$ cat config.mk
export PLATFORM = sky130hd
export DESIGN_NAME = imu_fp_scale
export DESIGN_NICKNAME = d
export VERILOG_FILES = /design/src/imu_fp_pkg.sv /design/src/imu_fp_scale.sv
export SDC_FILE = /design/constraint.sdc
export NUM_CORES = 1
export LEC_CHECK = 0
export BUFFER_PORTS_ARGS = -buffer_cell sky130_fd_sc_hd__buf_4
export CAP_MARGIN = 15
export CORE_UTILIZATION = 67
export DETAILED_ROUTE_END_ITERATION = 16
export PLACE_DENSITY = 0.95
export REMOVE_ABC_BUFFERS = 1
export SYNTH_ARGS = -nofsm -noshare
export SYNTH_HDL_FRONTEND = slang
export SYNTH_SLANG_ARGS = --single-unit
$ cat constraint.sdc
create_clock -name vclk -period 20.4
set_input_delay 2.04 -clock vclk [all_inputs]
set_output_delay 2.04 -clock vclk [all_outputs]
set_load 0.02 [all_outputs]
$ cat src/imu_fp_pkg.sv
`timescale 1ns / 1ps
// ----------------------------------------------------------------------------
// imu_fp_pkg
// Shared types and constants of the IMU frame parser: frame geometry,
// header byte, register indexes, kind codes and the structs that pass
// between the window, the scaler and the top level.
// ----------------------------------------------------------------------------
package imu_fp_pkg;

	// Frame geometry
	localparam int FRAME_BYTES = 11;
	localparam int HOLD_BYTES  = FRAME_BYTES - 1;
	localparam int FILL_W      = $clog2(FRAME_BYTES);

	localparam logic [7:0] HEADER_BYTE = 8'h55;

	// Configuration register indexes
	localparam int CFG_IDX_W = 2;
	localparam logic [CFG_IDX_W-1:0] CFG_ACCEL_TYPE = 2'd0;
	localparam logic [CFG_IDX_W-1:0] CFG_RATE_TYPE  = 2'd1;
	localparam logic [CFG_IDX_W-1:0] CFG_ANGLE_TYPE = 2'd2;

	// Configuration reset values
	localparam logic [7:0] ACCEL_TYPE_RST = 8'd81;
	localparam logic [7:0] RATE_TYPE_RST  = 8'd82;
	localparam logic [7:0] ANGLE_TYPE_RST = 8'd83;

	// Result kind codes
	localparam logic [1:0] KIND_ACCEL = 2'd0;
	localparam logic [1:0] KIND_RATE  = 2'd1;
	localparam logic [1:0] KIND_ANGLE = 2'd2;

	// Field widths
	localparam int AXIS_W = 28;
	localparam int ADJ_W  = 26;

	typedef struct packed {
		logic [7:0] accel_code;
		logic [7:0] rate_code;
		logic [7:0] angle_code;
	} cfg_t;

	// Frame seen by the window: hit means header and checksum both matched
	typedef struct packed {
		logic               hit;
		logic [7:0]         ftype;
		logic signed [15:0] raw_x;
		logic signed [15:0] raw_y;
		logic signed [15:0] raw_z;
	} frame_t;

	typedef struct packed {
		logic [1:0]               kind;
		logic signed [AXIS_W-1:0] axis_x;
		logic signed [AXIS_W-1:0] axis_y;
		logic signed [AXIS_W-1:0] axis_z;
		logic signed [ADJ_W-1:0]  adj;
	} result_t;

endpackage

$ cat src/imu_fp_scale.sv
`timescale 1ns / 1ps
// ----------------------------------------------------------------------------
// imu_fp_scale
// Type match and fixed-point scaling of a checked frame. Each scale is an
// exact constant product giving Q12.16 directly.
// ----------------------------------------------------------------------------
module imu_fp_scale
	import imu_fp_pkg::*;
(
	input  frame_t  frame,
	input  cfg_t    cfg,
	output logic    known,
	output result_t res
);

	localparam logic signed [AXIS_W-1:0] ACCEL_SCALE  = 28'sd32;
	localparam logic signed [AXIS_W-1:0] RATE_SCALE   = 28'sd4000;
	localparam logic signed [AXIS_W-1:0] ANGLE_SCALE  = 28'sd360;
	localparam logic signed [AXIS_W-1:0] ANGLE_OFFSET = 28'sd11796480;

	logic signed [AXIS_W-1:0] ext_x, ext_y, ext_z;
	logic signed [AXIS_W-1:0] scale;
	logic [1:0]               kind;
	logic signed [AXIS_W-1:0] sx;
	logic signed [AXIS_W-1:0] sy;
	logic signed [AXIS_W-1:0] sz;
	logic signed [AXIS_W-1:0] sz_off;
	logic signed [ADJ_W-1:0]  adj;

	assign ext_x = AXIS_W'(frame.raw_x);
	assign ext_y = AXIS_W'(frame.raw_y);
	assign ext_z = AXIS_W'(frame.raw_z);

	// Pick kind and scale; accel wins over rate, rate over angle
	always_comb begin
		known = 1'b1;
		kind  = KIND_ACCEL;
		scale = ACCEL_SCALE;
		if (frame.ftype == cfg.accel_code) begin
			kind  = KIND_ACCEL;
			scale = ACCEL_SCALE;
		end else if (frame.ftype == cfg.rate_code) begin
			kind  = KIND_RATE;
			scale = RATE_SCALE;
		end else if (frame.ftype == cfg.angle_code) begin
			kind  = KIND_ANGLE;
			scale = ANGLE_SCALE;
		end else begin
			known = 1'b0;
		end
	end

	// Scale the three axes
	assign sx     = AXIS_W'(ext_x * scale);
	assign sy     = AXIS_W'(ext_y * scale);
	assign sz     = AXIS_W'(ext_z * scale);
	assign sz_off = sz - ANGLE_OFFSET;

	// Third-axis adjustment per kind
	always_comb begin
		case (kind)
			KIND_ACCEL: adj = sz[ADJ_W-1:0];
			KIND_RATE:  adj = '0;
			KIND_ANGLE: adj = sz_off[ADJ_W-1:0];
			default:    adj = '0;
		endcase
	end

	assign res = {kind, sx, sy, sz, adj};

endmodule

### After elaboration in Yosys (flattened, before gate mapping)

Cells that the tools add are included.

* bits in registers: 0
* bits of input ports: 81
* output and inout bits: 113
* word-level logic and storage cells: 19

* add/subtract/negate cells: 1
* $mul: 3
* equality and inequality tests: 4
* muxes and demuxes: 10
* reductions and logical operators: 1

Operators with widths (number)
* $mul 16x13->28: 3
* $pmux 26 s2: 1
* $sub 26x25->26 const B: 1
* $eq 8x8->1: 3
* $mux 12: 2
* $mux 9: 1
* $mux 2: 3
* $mux 1: 3
* $eq 2x2->1 const B: 1
* $logic_not 2->1: 1

### Longest topological paths before layout

* word-level depth: 7
* mapped depth: 29
* depth with buffers taken out: 27

### Worst setup path before layout

No wires, ideal clock.

* path type: in2out
* start: in frame[52] (netlist name)
* end: out res[22] (netlist name)
* data arrival time: 9.021 ns
* slack: 9.339 ns
* stages: 26
* cell sequence: xor2_1 nor4_1 o211ai_1 nand2_1 clkbuf_1 clkbuf_1 nand2_1 fa_1 inv_1 fa_1 fa_1 fa_1 inv_1 fa_1 inv_1 ha_1 buf_6 a21o_4 mux2_4 a221o_1 a211oi_4 inv_1 ha_1 or3_1 or3_1 a31oi_1

RTL lines
* from (decl): line imu_fp_scale.sv:10 `input frame_t frame,`
* to (decl): line imu_fp_scale.sv:13 `output result_t res`

==> impl_results.md <==
* RSZ-0062 raised after global routing: false
* Layout cells sized above 1 at 12.2%
* Maxcap violations at 0
* Slew Limit Headroom at 45.0%
* Nets at 2403
* Die width at 150 um
* CP endpoint kind: output port
* F_max at 82.7 MHz
* IO Count at 194
* Dpl hpwl at 30600 um
* Ant diodes at 0
* Commonest non-fill, non-tap cells in the layout: inv_1, fa_1, ha_1
* Internal at 0.0848 mW
* Status: completed
* Post-synthesis average cell area at 9.10 um2
* Vias in the first global route at 12948
* Sw Ratio at 57.9%
* Synthesis Warnings at 0
* Maximum vdd drop at 15.5 uV
* Gpl congestion at 0.911
* Sequential area share after synthesis at 0%
* Final hold vios at 0
* Share of power burned in registers at 0%
* Seq. cell area at 0 um2
* Pre-antenna DRT Iters at 5
* Routed WL per cell at 16.9 um
* Class of the worst hold path: in -> out
* Gr ovfl total at 0
* Tcrit/Tclk final at 59.3%
* Crit path time final at 12090 ps
* Initial antenna violation count at 0
* WP data arrival at 10050 ps
* Total GRT Usage at 32.4%
* IO Port Bufs at 181
* Vias at 11741
* Synth top area cells: fa_1, ha_1, inv_1
* Die ar. at 0.0225 mm2
* Largest area contributor in the netlist: fa_1
* Post-cts sizing count at 0
* Final sequential cell count at 0
* Critical path class: in -> out
* Leakage at 9.42 nW
* Setup TNS at 0 ps
* Hold path startpoint: frame[16]
* Rows at 53
* Clock buf count at 0
* Fin util at 76.6%
* Vias per cell at 5.73
* Count of pins over their slew limit at 0
* Least-Margin Pin Slew at 825 ps
* Clock power share at 0%
* Post-synthesis instance area at 0.0147 mm2
* Endpoints failing setup at 0
* Synth cell types at 73
* DIE HEIGHT at 150 um
* Initial DRC count at 562
* Area grow syn2layout at 10.7%
* Setup Fix Bufs, Post-CTS at 0
* Req. time, crit path at 18360 ps
* Post-route ant nets at 0
* CP Launch Type: primary input
* Initial Util at 69.2%
* Drt drc at 0
* Post-synth top area share at 40.4%
* P_sw at 0.116 mW
* CTS Hold Bufs at 0
* CP Max Fanout at 39
* Cells after synthesis at 1614
* Core area at 0.0212 mm2
* CP Launch Point: frame[50]
* Largest net degree at the start of global routing at 54
* Comb pwr share at 100.0%
* Worst path top cell family by delay: adder cells
* CP max stage delay at 500 ps
* Commonest non-fill, non-tap cell in the layout: inv_1
* Critical-path top delay cell: fa_1
* Wire length of the first global-routing pass at 57900 um
* WP buf/inv at 10
* Drt total wl at 34600 um
* P per Cell Area at 12.4 mW/mm2
==> cell usage after synthesis, types with 4 or more instances <==
master and instances:
o21ai_1 5, nor2_1 35, and2_1 63, a21oi_1 41, nor4_1 9, nand3_1 9, a31oi_1 10, xor2_1 32
and3_1 57, o21a_1 12, xnor2_1 59, inv_1 448, o211ai_1 7, nor2b_1 4, clkbuf_1 21, a211oi_1 5
o21ai_0 29, ha_1 251, buf_4 12, a21o_1 11, nand4_1 5, nand2b_1 5, nand2_1 98, fa_1 296
or3_1 8, o21bai_1 5, nor3_1 10
==> power by group through the flow <==
stage,combinational [mW],clock [mW],sequential (mW)
floorplan,0.126,0,0
global placement,0.189,0,0
detailed placement,0.200,0,0
CTS,0.201,0,0
global route,0.220,0,0
finish,0.201,0,0
==> final timing paths <==
path	end	slack, ps	depth (start not counted)
worst max-delay path	res[22]	8310	28
worst min-delay path	res[59]	4450	3
==> metrics by stage <==
stage | area [um2] | worst slack, ps | std cells | hold WS [ps] | power [mW]
after global routing | 16300 | 7950 | 2048 | 4460 | 0.220
after detailed placement | 16300 | 8400 | 2048 | 4450 | 0.200
final | 16300 | 8310 | 2048 | 4450 | 0.201
after floorplan | 14500 | 8560 | 1586 | 4270 | 0.126
after global placement | 16300 | 8600 | 2048 | 4440 | 0.189
after CTS | 16300 | 8360 | 2048 | 4450 | 0.201
==> cell type report <==
cell class,instances,area (um2)
multi-input cells,1137,12800
fillers,1417,4970
inverters,449,1690
repair buffers,187,1400
well taps,275,344
==> cell families (layout without fill, tap and decap cells) <==
family / Yosys count / in the layout / synth area share, %
buffers and inverters: 488 / 636 / 13.0
XOR/XNOR: 92 / 92 / 5.54
other: 1 / 12 / 0.0255
adder cells (fa/ha/maj): 547 / 547 / 61.8
AND/OR/NAND/NOR: 314 / 314 / 11.1
multiplexers: 2 / 2 / 0.170
AO/OA/AOI/OAI: 170 / 170 / 8.43
==> routing by layer <==
| metal | global-route usage (%) | routed length, um | vias up |
|---|---|---|---|
| met5 | 0 | 0 | - |
| li1 | - | - | 5304 |
| met2 | 60.3 | 18200 | 505 |
| met1 | 38.5 | 12700 | 5813 |
| met4 | 12.5 | 1400 | 0 |
| met3 | 2.90 | 2290 | 119 |
Power figures use the tool's default switching activity.
