$ cat src/imu_fp_pkg.sv
`timescale 1ns / 1ps
// ----------------------------------------------------------------------------
// imu_fp_pkg
// Shared types and constants of the IMU frame parser: frame geometry,
// header byte, register indexes, kind codes and the structs that pass
// between the window, the scaler and the top level.
// ----------------------------------------------------------------------------
package imu_fp_pkg;

	// Frame geometry
	localparam int FRAME_BYTES = 11;
	localparam int HOLD_BYTES  = FRAME_BYTES - 1;
	localparam int FILL_W      = $clog2(FRAME_BYTES);

	localparam logic [7:0] HEADER_BYTE = 8'h55;

	// Configuration register indexes
	localparam int CFG_IDX_W = 2;
	localparam logic [CFG_IDX_W-1:0] CFG_ACCEL_TYPE = 2'd0;
	localparam logic [CFG_IDX_W-1:0] CFG_RATE_TYPE  = 2'd1;
	localparam logic [CFG_IDX_W-1:0] CFG_ANGLE_TYPE = 2'd2;

	// Configuration reset values
	localparam logic [7:0] ACCEL_TYPE_RST = 8'd81;
	localparam logic [7:0] RATE_TYPE_RST  = 8'd82;
	localparam logic [7:0] ANGLE_TYPE_RST = 8'd83;

	// Result kind codes
	localparam logic [1:0] KIND_ACCEL = 2'd0;
	localparam logic [1:0] KIND_RATE  = 2'd1;
	localparam logic [1:0] KIND_ANGLE = 2'd2;

	// Field widths
	localparam int AXIS_W = 28;
	localparam int ADJ_W  = 26;

	typedef struct packed {
		logic [7:0] accel_code;
		logic [7:0] rate_code;
		logic [7:0] angle_code;
	} cfg_t;

	// Frame seen by the window: hit means header and checksum both matched
	typedef struct packed {
		logic               hit;
		logic [7:0]         ftype;
		logic signed [15:0] raw_x;
		logic signed [15:0] raw_y;
		logic signed [15:0] raw_z;
	} frame_t;

	typedef struct packed {
		logic [1:0]               kind;
		logic signed [AXIS_W-1:0] axis_x;
		logic signed [AXIS_W-1:0] axis_y;
		logic signed [AXIS_W-1:0] axis_z;
		logic signed [ADJ_W-1:0]  adj;
	} result_t;

endpackage

$ cat src/imu_fp_window.sv
`timescale 1ns / 1ps
// ----------------------------------------------------------------------------
// imu_fp_window
// Sliding byte window with a running 8-bit sum. The ten oldest bytes are
// held; the eleventh is the incoming byte, so a full frame is checked in
// the cycle its last byte is processed.
// ----------------------------------------------------------------------------
module imu_fp_window
	import imu_fp_pkg::*;
(
	input  logic       clk,
	input  logic       arst_n,
	input  logic       fire,
	input  logic [7:0] rx_byte,
	input  logic       buffer_end,
	output frame_t     frame
);

	logic [7:0]        win_q [HOLD_BYTES];
	logic [FILL_W-1:0] fill_q;
	logic [7:0]        sum_q;
	logic              full;
	logic              good;

	// Check the frame formed by the held bytes and the incoming byte
	assign full = (fill_q == FILL_W'(HOLD_BYTES));
	assign good = full && (win_q[0] == HEADER_BYTE) && (sum_q == rx_byte);

	assign frame = {good, win_q[1], win_q[3], win_q[2], win_q[5], win_q[4],
		win_q[7], win_q[6]};

	// Append, or shift out the oldest byte when the frame fails
	always_ff @(posedge clk) begin
		if (fire) begin
			if (!full) begin
				for (int i = 0; i < HOLD_BYTES; i++) begin
					if (fill_q == FILL_W'(i)) begin
						win_q[i] <= rx_byte;
					end
				end
			end else if (!good) begin
				for (int i = 0; i < HOLD_BYTES - 1; i++) begin
					win_q[i] <= win_q[i+1];
				end
				win_q[HOLD_BYTES-1] <= rx_byte;
			end
		end
	end

	// Track fill level and sum of the held bytes
	always_ff @(posedge clk or negedge arst_n) begin
		if (!arst_n) begin
			fill_q <= '0;
			sum_q  <= '0;
		end else if (fire) begin
			if (buffer_end || good) begin
				fill_q <= '0;
				sum_q  <= '0;
			end else if (!full) begin
				fill_q <= fill_q + FILL_W'(1);
				sum_q  <= sum_q + rx_byte;
			end else begin
				sum_q  <= sum_q - win_q[0] + rx_byte;
			end
		end
	end

endmodule

$ cat config.mk
export PLATFORM = sky130hd
export DESIGN_NAME = imu_fp_window
export DESIGN_NICKNAME = d
export VERILOG_FILES = /design/src/imu_fp_pkg.sv /design/src/imu_fp_window.sv
export SDC_FILE = /design/constraint.sdc
export NUM_CORES = 1
export LEC_CHECK = 0
export BUFFER_PORTS_ARGS = -buffer_cell sky130_fd_sc_hd__buf_2
export CAP_MARGIN = 20
export CORE_UTILIZATION = 53
export CTS_BUF_LIST = sky130_fd_sc_hd__clkbuf_4 sky130_fd_sc_hd__clkbuf_8
export DETAILED_ROUTE_END_ITERATION = 10
export PLACE_DENSITY = 0.76
export SLEW_MARGIN = 20
export SYNTH_ARGS = -nofsm -noshare
export SYNTH_HDL_FRONTEND = slang
export SYNTH_SLANG_ARGS = --single-unit
export TNS_END_PERCENT = 1
$ cat constraint.sdc
create_clock -name clk -period 3.6 [get_ports clk]
set_clock_uncertainty 0.05 [all_clocks]
set_input_delay 0.72 -clock clk [delete_from_list [all_inputs] [get_ports clk]]
set_output_delay 0.72 -clock clk [all_outputs]
set_load 0.05 [all_outputs]
Yosys cells after proc, flatten, opt, wreduce, memory -nomap -nowiden
Memories as Yosys holds them, arrays and structs flattened. Cells that the tools add are included.

Register bits after elaboration: 12. Bits in writable memories: 80. Logic and storage cells: 93. Input port bits: 12. Memories kept: 1. Bits in latches: 0. ROM bits: 0. Output and inout bits: 57.

Divide/modulo/power cells: 0. Reduce and logical (&&, ||, !) cells: 5. Add/sub/neg operators: 4. Mux-type cells: 58. Multiply operators: 0. Shift operators: 0. Equal/unequal tests: 13. $lt $le $gt $ge: 0. Bitwise operators: 10.

Memory list: win_q (words 10, bits a word 8, read ports 10, clocked after Yosys merged registers in 0, write ports 10, line imu_fp_window.sv:19) `logic [7:0] win_q [HOLD_BYTES];`.

Operators by type and width (number): 2-to-1 mux 8 bit (12); 2-to-1 mux 1 bit (44); adder 8 bit (2); == test 4 x 3 -> 1 bit, second input constant (4); == test 4 bit, second input constant (3); OR 1 bit (10); == test 4 x 2 -> 1 bit, second input constant (2); == test 8 x 7 -> 1 bit, second input constant (1); == test 8 bit (1); 2-to-1 mux 4 bit (2); subtractor 8 bit (1); adder 4 x 1 -> 4 bit, second input constant (1); == test 4 x 1 -> 1 bit, second input constant (1); zero test 4 bit (1); logical AND 1 bit (2); inequality test 2 x 1 -> 1 bit, second input constant (1); AND reduction 2 bit (1); logical OR 1 bit (1).

Depth between registers and ports, before layout
Depth in word-level cells: 8. Gate-level depth with buffers: 13. Depth with buffers taken out: 12.

Worst setup path before layout
Ideal clock, no wire load.

Path kind: input -> register. Start: input port rx_byte[1]. End: register sum_q[7]. Arrival time: 3.167 ns. Path buffers: 0. Stages on the path: 11. Path slack: 0.257 ns. Cells stage by stage: inv_1 > fa_1 > inv_1 > ha_1 > a21oi_1 > o211ai_1 > o41ai_1 > mux2i_1 > and3_1 > or2_2 > a311o_1.

Word-level cells in the longest chain between the ends: 4.

RTL lines: from (decl) (line imu_fp_window.sv:14) `input logic [7:0] rx_byte,`; parallel branches: the longest is 3 deep, another holds adder 8 bit; 2-to-1 mux 8 bit * (line imu_fp_window.sv:56) `if (buffer_end || good) begin`; to (signal assigned) (line imu_fp_window.sv:61) `sum_q <= sum_q + rx_byte;`; to (signal assigned) (line imu_fp_window.sv:63) `sum_q <= sum_q - win_q[0] + rx_byte;`; to (decl) (line imu_fp_window.sv:21) `logic [7:0] sum_q;`.

Mark *: on every way between the ends. A chain may end at the register's enable or synchronous reset.

==> reports/summary.txt <==
====================================================================================
Count of flip-flops with a built-in enable after synthesis                        80
Kind of cell adding the most delay to the critical path                 simple AND/OR/NAND/NOR gates
Worst Max-Slew Pin Slew                                                       886 ps
Average vias per placed instance                                                5.55
Routed Wire Length                                                           10.7 mm
Maximum number of pins on one net before global-route repair                      78
Number of cells traversed by the worst register-to-register path                  11
Post-route ant nets                                                                0
Weighted congestion at the end of routability-driven global placement          0.898
Total length of routed met3 wires                                             546 um
Ys async rst share                                                             13.0%
IO Pins                                                                           69
CP Depth                                                                           8
Path class of the lowest-slack min-delay path                           input port to asynchronous set/reset pin
Worst path most repeated cell                                           sky130_fd_sc_hd__buf_2
Number of hold-repair buffers added at the cts stage                               0
Worst r2r src                                                           sum_q[1]$_DFFE_PN0P_
Worst setup path startpoint                                               rx_byte[1]
Outcome                                                                 finished, final reports clean
Placed instance count                                                            593
H-Tree Depth                                                                       3
Non-filler cells in the finished layout                                          609
Worst Path Required                                                          2830 ps
Critical path, cell by cell                                             buf_2 > buf_4 > ha_1 > nor4_1 > nand4_1 > or3_1 > inv_1 > buf_2
Number of global-route vias before repair                                      3,341
Count of input and output buffers                                                 68
# setup viols final                                                                0
WL/cell                                                                      17.6 um
Power Density                                                             464 nW/um2
Leading cell type by number of instances after synthesis                sky130_fd_sc_hd__edfxtp_1
Y dimension of the die                                                        102 um
Leading cell types by count after synthesis                             sky130_fd_sc_hd__edfxtp_1, sky130_fd_sc_hd__a21o_1, sky130_fd_sc_hd__buf_4
Average instance area after synthesis                                       11.8 um2
Distinct cell type count of the synthesized netlist                               54
Diode count                                                                        0
Effective utilization at floorplan                                             54.4%
Die Width                                                                     102 um
Router iterations before antenna repair                                            4
Element type at the critical path end                                    output port
Max-cap viol count                                                                 0
Nets                                                                             510
1st-iter DRT viols                                                               258
WHS                                                                           178 ps
Top routing layer in use                                                        met4
Share of final-layout standard cells stronger than drive strength 1            24.2%
Final worst path period share                                                  96.1%
Placement row count                                                               36
Post-CTS setup buffer count                                                        0
Post-Place Cell Area                                                        5390 um2
Post-route DRC violation count                                                     0
Core ar.                                                                    9680 um2
Metal2 WL                                                                    5.17 mm
Worst VDD drop                                                                213 uV
Prevailing post-synth register cell                                     sky130_fd_sc_hd__edfxtp_1
Leakage component of the power                                            0.00258 uW
Cell taking the most area after synthesis                               sky130_fd_sc_hd__edfxtp_1
Clock latency reported for the late side of the worst-skew pair               370 ps
Cell with the biggest individual delay on the critical path             sky130_fd_sc_hd__or3_1
Instance count of the mapped netlist                                             448
Fin area                                                                    5570 um2
Crit path arrival time                                                       2690 ps
Global-route wire length before repair                                       17.0 mm
HPWL reported at the end of detailed placement                               7.92 mm
Fill cell total of the finished layout                                           813
Aggregate negative setup slack                                                  0 ps
Num CTS Buffers                                                                    9
Clk Tree Root Cell                                                      sky130_fd_sc_hd__clkbuf_8
Utilization of the core after routing                                          57.5%
CP Class                                                                input port to output port
Overflow left after global routing                                                 0
Net count of the mapped netlist                                                  487
Setup repair after global routing missed its margin                               no
Fraction of synthesized cell area taken by the top area cell type              45.6%
Sequential element share of the synthesized area                               51.3%
Reg clk slew, reported paths                                                  100 ps
Startpoint type of the worst setup path                                   input port
Overall fraction of global-route tracks in use                                 22.2%
Achievable Freq                                                              289 MHz
Yosys synthesis warning count                                                      0
Post-CTS resize count                                                              0
Summed instance area of the synthesized netlist                             5270 um2
Total vias in the final route                                                  3,381
Most area-consuming cells after synthesis                               sky130_fd_sc_hd__edfxtp_1, sky130_fd_sc_hd__a21o_1, sky130_fd_sc_hd__buf_4
Number of sinks handled by clock tree synthesis                                   92
Die footprint                                                             10,300 um2
Shortest period the worst path allows                                        3460 ps
Worst max-slew margin expressed relative to the limit                          40.9%
CTS tree                                                                       built
Post-synthesis sequential element count                                           92
Final-report hold violation count                                                  0
Critical-path maximum fanout                                                       7
Number of buffers and inverters on the critical path                               4
Number of antenna violations at the first check in global routing                  0
CTS Buffer Depth                                                                   2
Total routed wire length on the met1 layer                                   4.77 mm
Area growth from synthesis to final layout                                     5.85%
Biggest cell delay along the critical path                                    550 ps
Final slew viol count                                                              0
====================================================================================
-- worst paths after layout --
kind                                           to  slack [ps]
min reg2reg                win_q[0][64]$_DFFE_PP_         480
max reg2reg                  sum_q[7]$_DFFE_PN0P_         340
max in group asynchronous    sum_q[0]$_DFFE_PN0P_        3070
min in group clk           win_q[0][64]$_DFFE_PP_         480
max                                     frame[56]         140
min                          sum_q[6]$_DFFE_PN0P_         180
-- per-layer routing --
| layer | vias up | track usage (%) |
|---|---|---|
| li1 | 1592 | - |
| met1 | 1654 | 29.7 |
| met2 | 114 | 36.0 |
| met3 | 21 | 4.07 |
| met4 | 0 | 8.25 |
| met5 | - | 0 |
-- sequential cells by signal, indices dropped and copies added, names as in the netlist --
signal,count
win_q,80
sum_q,8
fill_q,4
-- kinds of logic (layout without fill, tap and decap cells) --
| family | after synthesis | in the layout | synth area share [%] |
|---|---|---|---|
| XOR/XNOR | 8 | 8 | 1.33 |
| buffers and inverters | 106 | 134 | 12.5 |
| multiplexers | 1 | 1 | 0.190 |
| AND/OR/NAND/NOR | 87 | 87 | 10.1 |
| adder cells (fa/ha/maj) | 27 | 27 | 7.56 |
| flip-flops | 92 | 92 | 51.3 |
| AO/OA/AOI/OAI | 127 | 127 | 17.0 |
-- worst register-to-register path, stage by stage, from the launching register on --
cell and delay (ps):
sky130_fd_sc_hd__dfrtp_1 430, sky130_fd_sc_hd__inv_1 110, sky130_fd_sc_hd__fa_1 500, sky130_fd_sc_hd__inv_1 60, sky130_fd_sc_hd__ha_1 290, sky130_fd_sc_hd__a21oi_1 190
sky130_fd_sc_hd__o211ai_1 160, sky130_fd_sc_hd__o41ai_1 370, sky130_fd_sc_hd__mux2i_1 150, sky130_fd_sc_hd__and3_1 210, sky130_fd_sc_hd__or2_2 290, sky130_fd_sc_hd__a311o_1 350
-- report_power, final --
part	internal, uW	switching, uW
registers	1220	41.7
clock network	262	389
logic	277	401
-- final cells by class --
cell class / count / area, um2 / share of cell area [%]
Clock inverter: 7 / 56.3 / 1.01
Sequential cell: 92 / 2700 / 48.5
Multi-Input combinational cell: 250 / 1910 / 34.3
Tap cell: 133 / 166 / 2.99
Inverter: 31 / 116 / 2.09
Clock buffer: 9 / 124 / 2.22
Timing Repair Buffer: 87 / 495 / 8.89
-- stage by stage --
stage                     setup slack, ps  power (uW)
final                                 142        2590
after global routing                 24.6        2720
after CTS                             159        2600
after detailed placement            -8.50        1940
after global placement               64.9        1920
after floorplan                       257        1800
-- layout by cell type, fill, tap and decap left out, types with 3 or more instances in the layout --
cell                       count
sky130_fd_sc_hd__and3_1        3
sky130_fd_sc_hd__xor2_1        4
sky130_fd_sc_hd__buf_2        68
sky130_fd_sc_hd__a21boi_0      3
sky130_fd_sc_hd__dfrtp_1      12
sky130_fd_sc_hd__and2_1        3
sky130_fd_sc_hd__o22ai_1       7
sky130_fd_sc_hd__buf_4        18
sky130_fd_sc_hd__inv_1        31
sky130_fd_sc_hd__a21oi_1      14
sky130_fd_sc_hd__fa_1          8
sky130_fd_sc_hd__inv_6         3
sky130_fd_sc_hd__xnor2_1       4
sky130_fd_sc_hd__nor2b_1       7
sky130_fd_sc_hd__edfxtp_1     80
sky130_fd_sc_hd__ha_1         19
sky130_fd_sc_hd__nor2_1       11
sky130_fd_sc_hd__o31ai_1       3
sky130_fd_sc_hd__nand2b_1      8
sky130_fd_sc_hd__nor3_1       10
sky130_fd_sc_hd__nand3_1       6
sky130_fd_sc_hd__clkbuf_8      9
sky130_fd_sc_hd__a21o_1       75
sky130_fd_sc_hd__nand2_1      19
sky130_fd_sc_hd__nor2_8        5
sky130_fd_sc_hd__o21ai_0       8
No activity file was read; power rests on OpenSTA's default activity.
